==> src/rhc_div_pipe.sv <==
module rhc_div_pipe #(
  parameter int NUM_W = 32,
  parameter int DEN_W = 16,
  parameter int QUO_W = 16
) (
  input  logic             clk,
  input  logic [NUM_W-1:0] num,
  input  logic [DEN_W-1:0] den,
  output logic [QUO_W-1:0] quo
);

  logic [DEN_W-1:0] rem_r [QUO_W+1];
  logic [QUO_W-1:0] lo_r  [QUO_W+1];
  logic [QUO_W-1:0] quo_r [QUO_W+1];
  logic [DEN_W-1:0] den_r [QUO_W+1];

  always_ff @(posedge clk) begin
    rem_r[0] <= DEN_W'(num >> QUO_W);
    lo_r[0]  <= num[QUO_W-1:0];
    quo_r[0] <= '0;
    den_r[0] <= den;
  end

  for (genvar k = 0; k < QUO_W; k++) begin : g_step
    logic [DEN_W:0] trial;
    logic [DEN_W:0] rest;
    logic           ge;

    always_comb begin
      trial = {rem_r[k], lo_r[k][QUO_W-1]};
      ge    = trial >= {1'b0, den_r[k]};
      rest  = trial - {1'b0, den_r[k]};
    end

    always_ff @(posedge clk) begin
      rem_r[k+1] <= ge ? rest[DEN_W-1:0] : trial[DEN_W-1:0];
      lo_r[k+1]  <= lo_r[k] << 1;
      quo_r[k+1] <= {quo_r[k][QUO_W-2:0], ge};
      den_r[k+1] <= den_r[k];
    end
  end

  assign quo = quo_r[QUO_W];

endmodule

==> config.mk <==
export PLATFORM = sky130hd
export DESIGN_NAME = rhc_div_pipe
export DESIGN_NICKNAME = d
export VERILOG_FILES = /design/src/rhc_div_pipe.sv
export SDC_FILE = /design/constraint.sdc
export NUM_CORES = 1
export LEC_CHECK = 0
export BUFFER_PORTS_ARGS = -buffer_cell sky130_fd_sc_hd__buf_4
export CAP_MARGIN = 30
export CORE_MARGIN = 10
export CORE_UTILIZATION = 60
export DETAILED_ROUTE_END_ITERATION = 6
export PLACE_DENSITY = 0.77
export SYNTH_ARGS = -nofsm -noshare
export SYNTH_HDL_FRONTEND = slang
export SYNTH_SLANG_ARGS = --single-unit
export TNS_END_PERCENT = 5
==> constraint.sdc <==
create_clock -name clk -period 2.8 [get_ports clk]
set_input_delay 0.28 -clock clk [delete_from_list [all_inputs] [get_ports clk]]
set_output_delay 0.28 -clock clk [all_outputs]
set_load 0.05 [all_outputs]
==> results_dict.tcl, run 1 <==
set metrics [dict create \
    hold_viol 0 \
    vias_per_cell 5.48 \
    grt_pass1_vias 21600 \
    yosysMostFrequentCell "dfxtp_1" \
    worst_setup_path_end_kind "flop" \
    synth_area_leaders "dfxtp_1 (51%), ha_1 (10%), inv_1 (3.9%)" \
    ant_nets 0 \
    clk_latency_ps 630 \
    multi_input_area_um2 13800 \
    fin_setup_tns_ps 0 \
    fin_area_um2 36100 \
    max_stage_delay_ps 420 \
    met1Wirelength_um 31000 \
    final_cells 3963 \
    cts_max_path_buffers 3 \
    met3_wirelength_um 3780 \
    async_flop_share 0 \
    nFillCells 3585 \
    syn_inst 2991 \
    drt_iter0_drc 1487 \
    synth_cell_types 79 \
    place_congestion 0.923 \
    tightestPinTransition_ps 644 \
    utilization 0.717 \
    highest_layer "met4" \
    regArea_um2 15700 \
    post_drt_wl_per_cell_um 16.7 \
    whs_ps 294 \
    r2r-start "den_r[0][164]$_DFF_P_" \
    combinationalPowerShare 0.439 \
    synth_edf_count 0 \
    yosys-top-cells-count "dfxtp_1 (784), inv_1 (316), ha_1 (256)" \
    first_pass_iters 6 \
    fp-row-count 82 \
    clkPwrFrac 0.226 \
    clk_root_buffer_cell "clkbuf_16" \
    critPathArrivalTime_ps 3260 \
    setup.worst_path.class "flop to flop" \
    synthesis.area_um2 30600 \
    cts_sinks 784 \
    via_count 21700 \
    startpoint_type "flop" \
    synth_top_flop_cell "dfxtp_1" \
    dieArea_um2 60500 \
    startpoint "den_r[0][164]$_DFF_P_" \
    io_pins 65 \
    cpMaxStageDelayCell "dfxtp_1" \
    power.switching_mw 17.1 \
    fin_ws_ps 47.2 \
    dpl.cell_count 3767 \
    coreArea_um2 50400 \
    yosys_register_bits 784 \
    p_seq_frac 0.335 \
    yosys_warnings 0 \
    slew_headroom 0.565 \
    sw_frac_of_total 0.361 \
    worstHoldStart "den[2]" \
    synth_top_area_cell "dfxtp_1" \
    p_leak_nw 16.5 \
    ys_seq_area_frac 0.512 \
    power_mw 47.5 \
    grt.total_usage 0.216 \
    drv_slew 0 \
    cts_tree "built" \
    setup_viol 0 \
    grt_pass1_wl_um 108000 \
    drive_above_1_share 0.143 \
    hpwl_um 48800 \
    grt_max_degree 30 \
    cts_made_buffers 79 \
    wl_met2_um 29500 \
    fin_crit_sh 0.983 \
    status "completed" \
    grt_overflow_total 0 \
    min_path_type "primary input to flop" \
    drc 0 \
    peakVddDrop_uv 618 \
    yosysTopAreaCellShare 0.512 \
    rsz0062_at_grt "yes" \
    fmaxAchievable_mhz 363 \
    syn_to_final_growth_pct 17.9 \
    worst_clock_skew_ps 18.7 \
    portBuffers 64 \
    clk_pin_slew_ps 60 \
    cap_violations 0 \
    start_util 0.608 \
    dieHeight_um 246 \
    post-route-min-period_ps 2750 \
    p_int_mw 30.3 \
    syn_area_per_cell_um2 10.2 \
    placed_area_um2 32500 \
    wl_um 66300 \
    cp.buffers_inverters 2 \
    powerDensity_nw_per_um2 1310 \
    crit_chain "inv_1 > ha_1 > nand4_1 > nor4_2 > nor2_1 > a21o_1 > nand3_1 > a311o_1 > buf_12 > mux2_2" \
    pre_cts_ws_ps -167 \
    required_ps 3310 \
    htree_levels 3 \
    worst-path-max-fanout 28 \
    synth_nets 3311 \
    critPathTopFamily "simple AND/OR/NAND/NOR gates" \
    nets 3550 \
    grt_antenna_before_repair 1 \
    die_x_um 246 \
]
## cells by family after synthesis
kind of cell | synth area share
AOI/OAI and AO/OA | 0.144
xor gates and xnor gates | 0.0494
adders and majority gates | 0.114
buffers and inverters | 0.0497
DFF | 0.512
muxes | 0.0421
and+or+nand+nor | 0.0889
## worst register-to-register path, delay by kind of cell, from the launching register on
family | cells | cell delay (ps)
AO/OA/AOI/OAI | 2 | 430
adder cells (fa/ha/maj) | 1 | 400
buffers and inverters | 2 | 260
flip-flops | 1 | 420
multiplexers | 1 | 400
AND/OR/NAND/NOR | 4 | 700
## placed cells by master (no fill, tap or decap), types with 13 or more instances in the layout
cell type / count
xnor2_1: 99
buf_4: 159
nor2b_1: 44
o21ai_0: 155
a31oi_1: 21
dlygate4sd3_1: 48
nand4_1: 25
o31a_1: 20
clkinv_2: 14
nand3_1: 43
o21ai_1: 13
inv_1: 316
nand2b_1: 31
dfxtp_1: 778
o211ai_1: 14
mux2_2: 67
fa_1: 13
clkbuf_16: 79
a21o_1: 50
nor3_1: 31
a21oi_1: 212
a211oi_1: 15
clkbuf_8: 16
xor2_1: 74
and3_1: 13
nand2_1: 164
ha_1: 253
o21a_1: 51
nor2_1: 164
mux2_1: 24
o21bai_1: 15
## layer usage
metal	global-route usage	up-vias
met5	0	-
met4	0.0797	0
met3	0.0434	138
met2	0.338	565
met1	0.290	10300
li1	-	10700
## layout make-up
cell class	instances	share of cell area
repair buffers	220	0.0523
multi-input cells	1828	0.381
clock buffers	103	0.0616
clock inverters	38	0.0139
flip-flops and latches	784	0.435
inverters	317	0.0329
diodes	1	0.0000693
well taps	672	0.0233
## power by group through the flow
stage	clock (mW)	sequential, mW	combinational [mW]
5_1_grt	11.4	16.1	23.0
3_5_place_dp	0	16.1	19.7
4_1_cts	11.0	15.9	20.2
6_report	10.7	15.9	20.8
3_3_place_gp	0	16.0	19.2
2_1_floorplan	0	15.4	15.0
## sequential cells by signal, indices dropped and copies added, names as in the netlist
| signal | flops |
|---|---|
| rem_r | 256 |
| lo_r | 136 |
| quo_r | 136 |
| den_r | 256 |
## final timing paths
path	endpoint	slack, ps	cells after the start
worst max-delay path	rem_r[0][182]$_DFF_P_	50	10
worst max register to register	rem_r[0][182]$_DFF_P_	50	10
worst min-delay path	den_r[0][2]$_DFF_P_	290	2
worst min register to register	quo_r[0][226]$_DFF_P_	320	0
## timing repair
| item | 4_1_cts | 5_1_grt |
|---|---|---|
| hold buffers | 48 | 0 |
| setup endpoints to repair | 49 | 119 |
| pin swaps | 1 | 20 |
| cloned | 0 | 1 |
| endpoints found under the hold margin | 48 | 0 |
| buffers inserted | 0 | 5 |
| gates resized for setup | 14 | 55 |
(Power assumes the default switching activity.)
==> run 2, diff against run 1 <==
--- a/config.mk
+++ b/config.mk
@@ -11,6 +11,7 @@
 export CORE_UTILIZATION = 60
 export DETAILED_ROUTE_END_ITERATION = 6
 export PLACE_DENSITY = 0.77
+export SETUP_SLACK_MARGIN = 0.15
 export SYNTH_ARGS = -nofsm -noshare
 export SYNTH_HDL_FRONTEND = slang
 export SYNTH_SLANG_ARGS = --single-unit
==> results_dict.tcl, run 2 (synthesis results as in run 1) <==
set metrics [dict create \
    place_congestion 0.923 \
    first_pass_iters 6 \
    tightestPinTransition_ps 738 \
    cap_violations 0 \
    setup.worst_path.class "flop to flop" \
    start_util 0.608 \
    hpwl_um 48800 \
    layout_commonest_cell "dfxtp_1" \
    clk_latency_ps 630 \
    required_ps 3320 \
    nets 3573 \
    fmaxAchievable_mhz 360 \
    grt_max_degree 29 \
    via_count 21900 \
    cts_max_path_buffers 3 \
    grt_antenna_before_repair 0 \
    max_stage_delay_ps 420 \
    r2r-start "den_r[0][65]$_DFF_P_" \
    power_mw 49.3 \
    rsz0062_at_grt "yes" \
    min_path_type "primary input to flop" \
    io_pins 65 \
    multi_input_area_um2 14500 \
    dieHeight_um 246 \
    grt_pass1_wl_um 110000 \
    clk_pin_slew_ps 60 \
    drc 0 \
    antenna_cells 0 \
    ant_nets 0 \
    powerDensity_nw_per_um2 1330 \
    layout_common_cells "dfxtp_1 (752), inv_1 (311), ha_1 (231), a21oi_1 (191), buf_4 (167)" \
    regArea_um2 15700 \
    final_cells 3985 \
    grt_overflow_total 0 \
    worstHoldStart "den[9]" \
    utilization 0.738 \
    clk_root_buffer_cell "clkbuf_16" \
    drv_slew 0 \
    slew_headroom 0.504 \
    coreArea_um2 50400 \
    grt.total_usage 0.221 \
    drt_iter0_drc 1596 \
    worst_setup_path_end_kind "flop" \
    worst-path-max-fanout 7 \
    portBuffers 64 \
    dieArea_um2 60500 \
    nFillCells 3409 \
    startpoint_type "flop" \
    setup_viol 0 \
    peakVddDrop_uv 619 \
    grt_pass1_vias 21900 \
    cts_sinks 784 \
    cts_tree "built" \
    critPathArrivalTime_ps 3300 \
    wl_um 68900 \
    cpMaxStageDelayCell "o41a_1" \
    post_drt_wl_per_cell_um 17.3 \
    vias_per_cell 5.50 \
    startpoint "den_r[0][65]$_DFF_P_" \
    hold_viol 0 \
    worst_clock_skew_ps 18.1 \
    crit_chain "inv_2 > ha_4 > nor2b_4 > o31a_1 > o41a_1 > or3_4 > a31oi_4 > o21ai_4 > buf_6 > mux2_4" \
    post-route-min-period_ps 2780 \
    htree_levels 3 \
    top_regs "den_r x256, rem_r x256" \
    die_x_um 246 \
    dpl.cell_count 3767 \
    p_leak_nw 16.8 \
    status "completed" \
    cts_made_buffers 79 \
    fin_setup_tns_ps 0 \
    fp-row-count 82 \
    drive_above_1_share 0.190 \
    fin_crit_sh 0.993 \
    syn_to_final_growth_pct 21.3 \
]
==> run 2: cell types whose count changed in the layout (fill, tap and decap cells not counted), sizes merged <==
cell    change
bufbuf      +1
buf        +20
clkbuf      +2
diode       -1
==> run 2: layer usage <==
metal,GRT usage,routed length [um],up-vias
met2,0.351,31300,573
met4,0.0799,2030,0
met1,0.296,31600,10400
met3,0.0414,3940,137
li1,-,-,10800
met5,0,0,-
==> run 2: area by class of cell <==
type	instances	area share
multi-input combinational	1828	0.390
clock buffer	103	0.0599
sequential	784	0.424
inverter	317	0.0321
tap	672	0.0226
clock inverter	38	0.0135
timing repair buffer	243	0.0582
==> run 2: stage by stage <==
step,hold WS (ps),worst slack [ps],cell area [um2]
after global routing,265,-60.6,37200
after floorplan,308,250,30600
after detailed placement,312,-167,32500
after CTS,258,27.0,36300
final,290,20.3,37200
after global placement,310,-175,32500
==> run 2: worst max-delay path: cells and delay by family (launching register included) <==
| kind | cells | cell delay, ps |
|---|---|---|
| AOI/OAI and AO/OA | 4 | 1060 |
| adders and majority gates | 1 | 200 |
| buffers and inverters | 2 | 240 |
| DFF | 1 | 340 |
| muxes | 1 | 290 |
| and+or+nand+nor | 2 | 530 |
==> run 2: what timing repair did <==
item	CTS	global route
hold buffers	48	0
endpoints found under the hold margin	48	0
gates resized for setup	96	172
endpoints found under the setup margin	129	198
cloned	2	1
setup buffers	10	16
pin swaps	44	75
==> run 2: power by group <==
part	internal [mW]	switching (mW)	leakage [nW]
Sequential	14.3	1.66	6.61
Clock	6.34	4.41	1.34
Combinational	10.7	11.9	8.82
Total	31.4	17.9	16.8
==> run 2: worst paths after layout <==
check,cells after the start,end,slack (ps)
worst max-delay path,10,rem_r[0][85]$_DFF_P_,20
worst max register to register,10,rem_r[0][85]$_DFF_P_,20
worst min register to register,0,quo_r[0][226]$_DFF_P_,320
worst min-delay path,2,den_r[0][9]$_DFF_P_,290
==> run 3, diff against run 2 <==
--- a/config.mk
+++ b/config.mk
@@ -8,9 +8,8 @@
 export BUFFER_PORTS_ARGS = -buffer_cell sky130_fd_sc_hd__buf_4
 export CAP_MARGIN = 30
 export CORE_MARGIN = 10
-export CORE_UTILIZATION = 60
+export CORE_UTILIZATION = 49
 export DETAILED_ROUTE_END_ITERATION = 6
-export PLACE_DENSITY = 0.77
 export SETUP_SLACK_MARGIN = 0.15
 export SYNTH_ARGS = -nofsm -noshare
 export SYNTH_HDL_FRONTEND = slang
==> results_dict.tcl, run 3 (synthesis results as in run 1) <==
set metrics [dict create \
    status "completed" \
    grt_pass1_vias 21300 \
    placed_area_um2 32700 \
    fin_area_um2 36800 \
    cpMaxStageDelayCell "o41a_1" \
    powerDensity_nw_per_um2 1320 \
    cts_sinks 784 \
    dieHeight_um 270 \
    fp-row-count 91 \
    drc 0 \
    drv_slew 0 \
    max_stage_delay_ps 420 \
    nets 3563 \
    p_leak_nw 16.7 \
    via_count 21300 \
    grt_pass1_wl_um 109000 \
    pre_cts_ws_ps 15.1 \
    place_congestion 0.921 \
    slew_headroom 0.426 \
    dieArea_um2 72900 \
    top_regs "den_r x256, rem_r x256" \
    layout_commonest_cell "dfxtp_1" \
    min_path_cells 2 \
    r2r_slack_ps 60 \
    peakVddDrop_uv 625 \
    worst-path-max-fanout 4 \
    hold_viol 0 \
    setup_viol 0 \
    grt_antenna_before_repair 0 \
    critPathArrivalTime_ps 3250 \
    portBuffers 64 \
    r2r-start "rem_r[0][80]$_DFF_P_" \
    drt_iter0_drc 1025 \
    grt_overflow_total 0 \
    clk_latency_ps 640 \
    crit_cells 8 \
    final_cells 4147 \
    coreArea_um2 61800 \
    fin_ws_ps 57.3 \
    clk_pin_slew_ps 60 \
    htree_levels 3 \
    wl_um 66600 \
    worst_setup_path_end_kind "flop" \
    cts_made_buffers 81 \
    antenna_cells 0 \
    hpwl_um 49400 \
    ant_nets 0 \
    cts_max_path_buffers 3 \
    required_ps 3310 \
    reg2reg_depth 8 \
    startpoint_type "flop" \
    nFillCells 5182 \
    critPathTopFamily "compound AO/OA/AOI/OAI gates" \
    post_drt_wl_per_cell_um 16.1 \
    tightestPinTransition_ps 854 \
    dpl.cell_count 3928 \
    start_util 0.496 \
    worstHoldStart "num[23]" \
    setup.worst_path.class "flop to flop" \
    utilization 0.595 \
    min_path_type "primary input to flop" \
    layout_common_cells "dfxtp_1 (772), inv_1 (313), ha_1 (250), a21oi_1 (211), nand2_1 (163)" \
    cp.buffers_inverters 0 \
    fin_setup_tns_ps 0 \
    whs_endpoint "rem_r[0][7]$_DFF_P_" \
    fin_crit_sh 0.980 \
    worst_clock_skew_ps 16.8 \
    fmaxAchievable_mhz 365 \
    cts_tree "built" \
    syn_to_final_growth_pct 20.0 \
    drive_above_1_share 0.152 \
    grt.total_usage 0.179 \
    timing.rr.end "rem_r[0][111]$_DFF_P_" \
    vias_per_cell 5.14 \
    post-route-min-period_ps 2740 \
    first_pass_iters 5 \
    crit_chain "ha_4 > nor2b_1 > o31a_1 > o41a_1 > or3_4 > a31oi_4 > o21ai_4 > mux2_1" \
    clk_root_buffer_cell "clkbuf_16" \
    cap_violations 0 \
    rsz0062_at_grt "yes" \
    io_pins 65 \
    die_x_um 270 \
    grt_max_degree 29 \
]
run 3: changes by cell type in the layout (fill, tap and decap cells not counted), moves of 10 or more:
cell	previous run	this run
a21oi_2	31	12
dfxtp_1	752	772
ha_4	21	5
dfxtp_2	30	12
nor2_4	11	1
ha_1	231	250
a21oi_1	191	211
run 3: through the flow:
stage          hold slack (ps)  power, mW
2_1_floorplan              308       30.4
3_3_place_gp               310       35.4
3_5_place_dp               312       35.7
4_1_cts                    241       47.8
5_1_grt                    253       51.8
6_report                   276       48.5
run 3: final cells by class:
type / count / area [um2] / share of cell area
Sequential cell: 784 / 15700 / 0.427
Multi-Input combinational cell: 1829 / 13900 / 0.377
Clock buffer: 113 / 2320 / 0.0630
Timing Repair Buffer: 230 / 2020 / 0.0549
Inverter: 317 / 1190 / 0.0324
Tap cell: 837 / 1050 / 0.0285
Clock inverter: 37 / 631 / 0.0171
run 3: worst max-delay path by stage:
stage / startpoint / end
final: rem_r[0][80]$_DFF_P_ / rem_r[0][111]$_DFF_P_
after global routing: den_r[0][91]$_DFF_P_ / rem_r[0][101]$_DFF_P_
after CTS: den_r[0][161]$_DFF_P_ / rem_r[0][189]$_DFF_P_
after detailed placement: lo_r[0][15]$_DFF_P_ / rem_r[0][30]$_DFF_P_
after global placement: den_r[0][162]$_DFF_P_ / rem_r[0][189]$_DFF_P_
after floorplan: den_r[0][225]$_DFF_P_ / rem_r[0][248]$_DFF_P_
run 3: where the power goes:
| part | leakage, nW | internal (mW) | switching (mW) |
|---|---|---|---|
| combinational | 8.63 | 10.0 | 11.1 |
| clock | 1.43 | 6.90 | 4.50 |
| sequential | 6.61 | 14.3 | 1.69 |
run 3: timing repair:
item	4_1_cts	5_1_grt
resized for setup	27	81
buffers inserted	8	9
setup endpoints to repair	67	212
pin swaps	9	26
hold endpoints to repair	48	0
hold buffers	48	0
gates cloned	2	2
run 3: layer usage:
metal / global-route usage / up-vias / part of all wire
met5: 0 / - / 0
met4: 0.0652 / 0 / 0.032
met3: 0.0251 / 141 / 0.043
met2: 0.281 / 430 / 0.43
met1: 0.247 / 9955 / 0.49
li1: - / 10800 / -
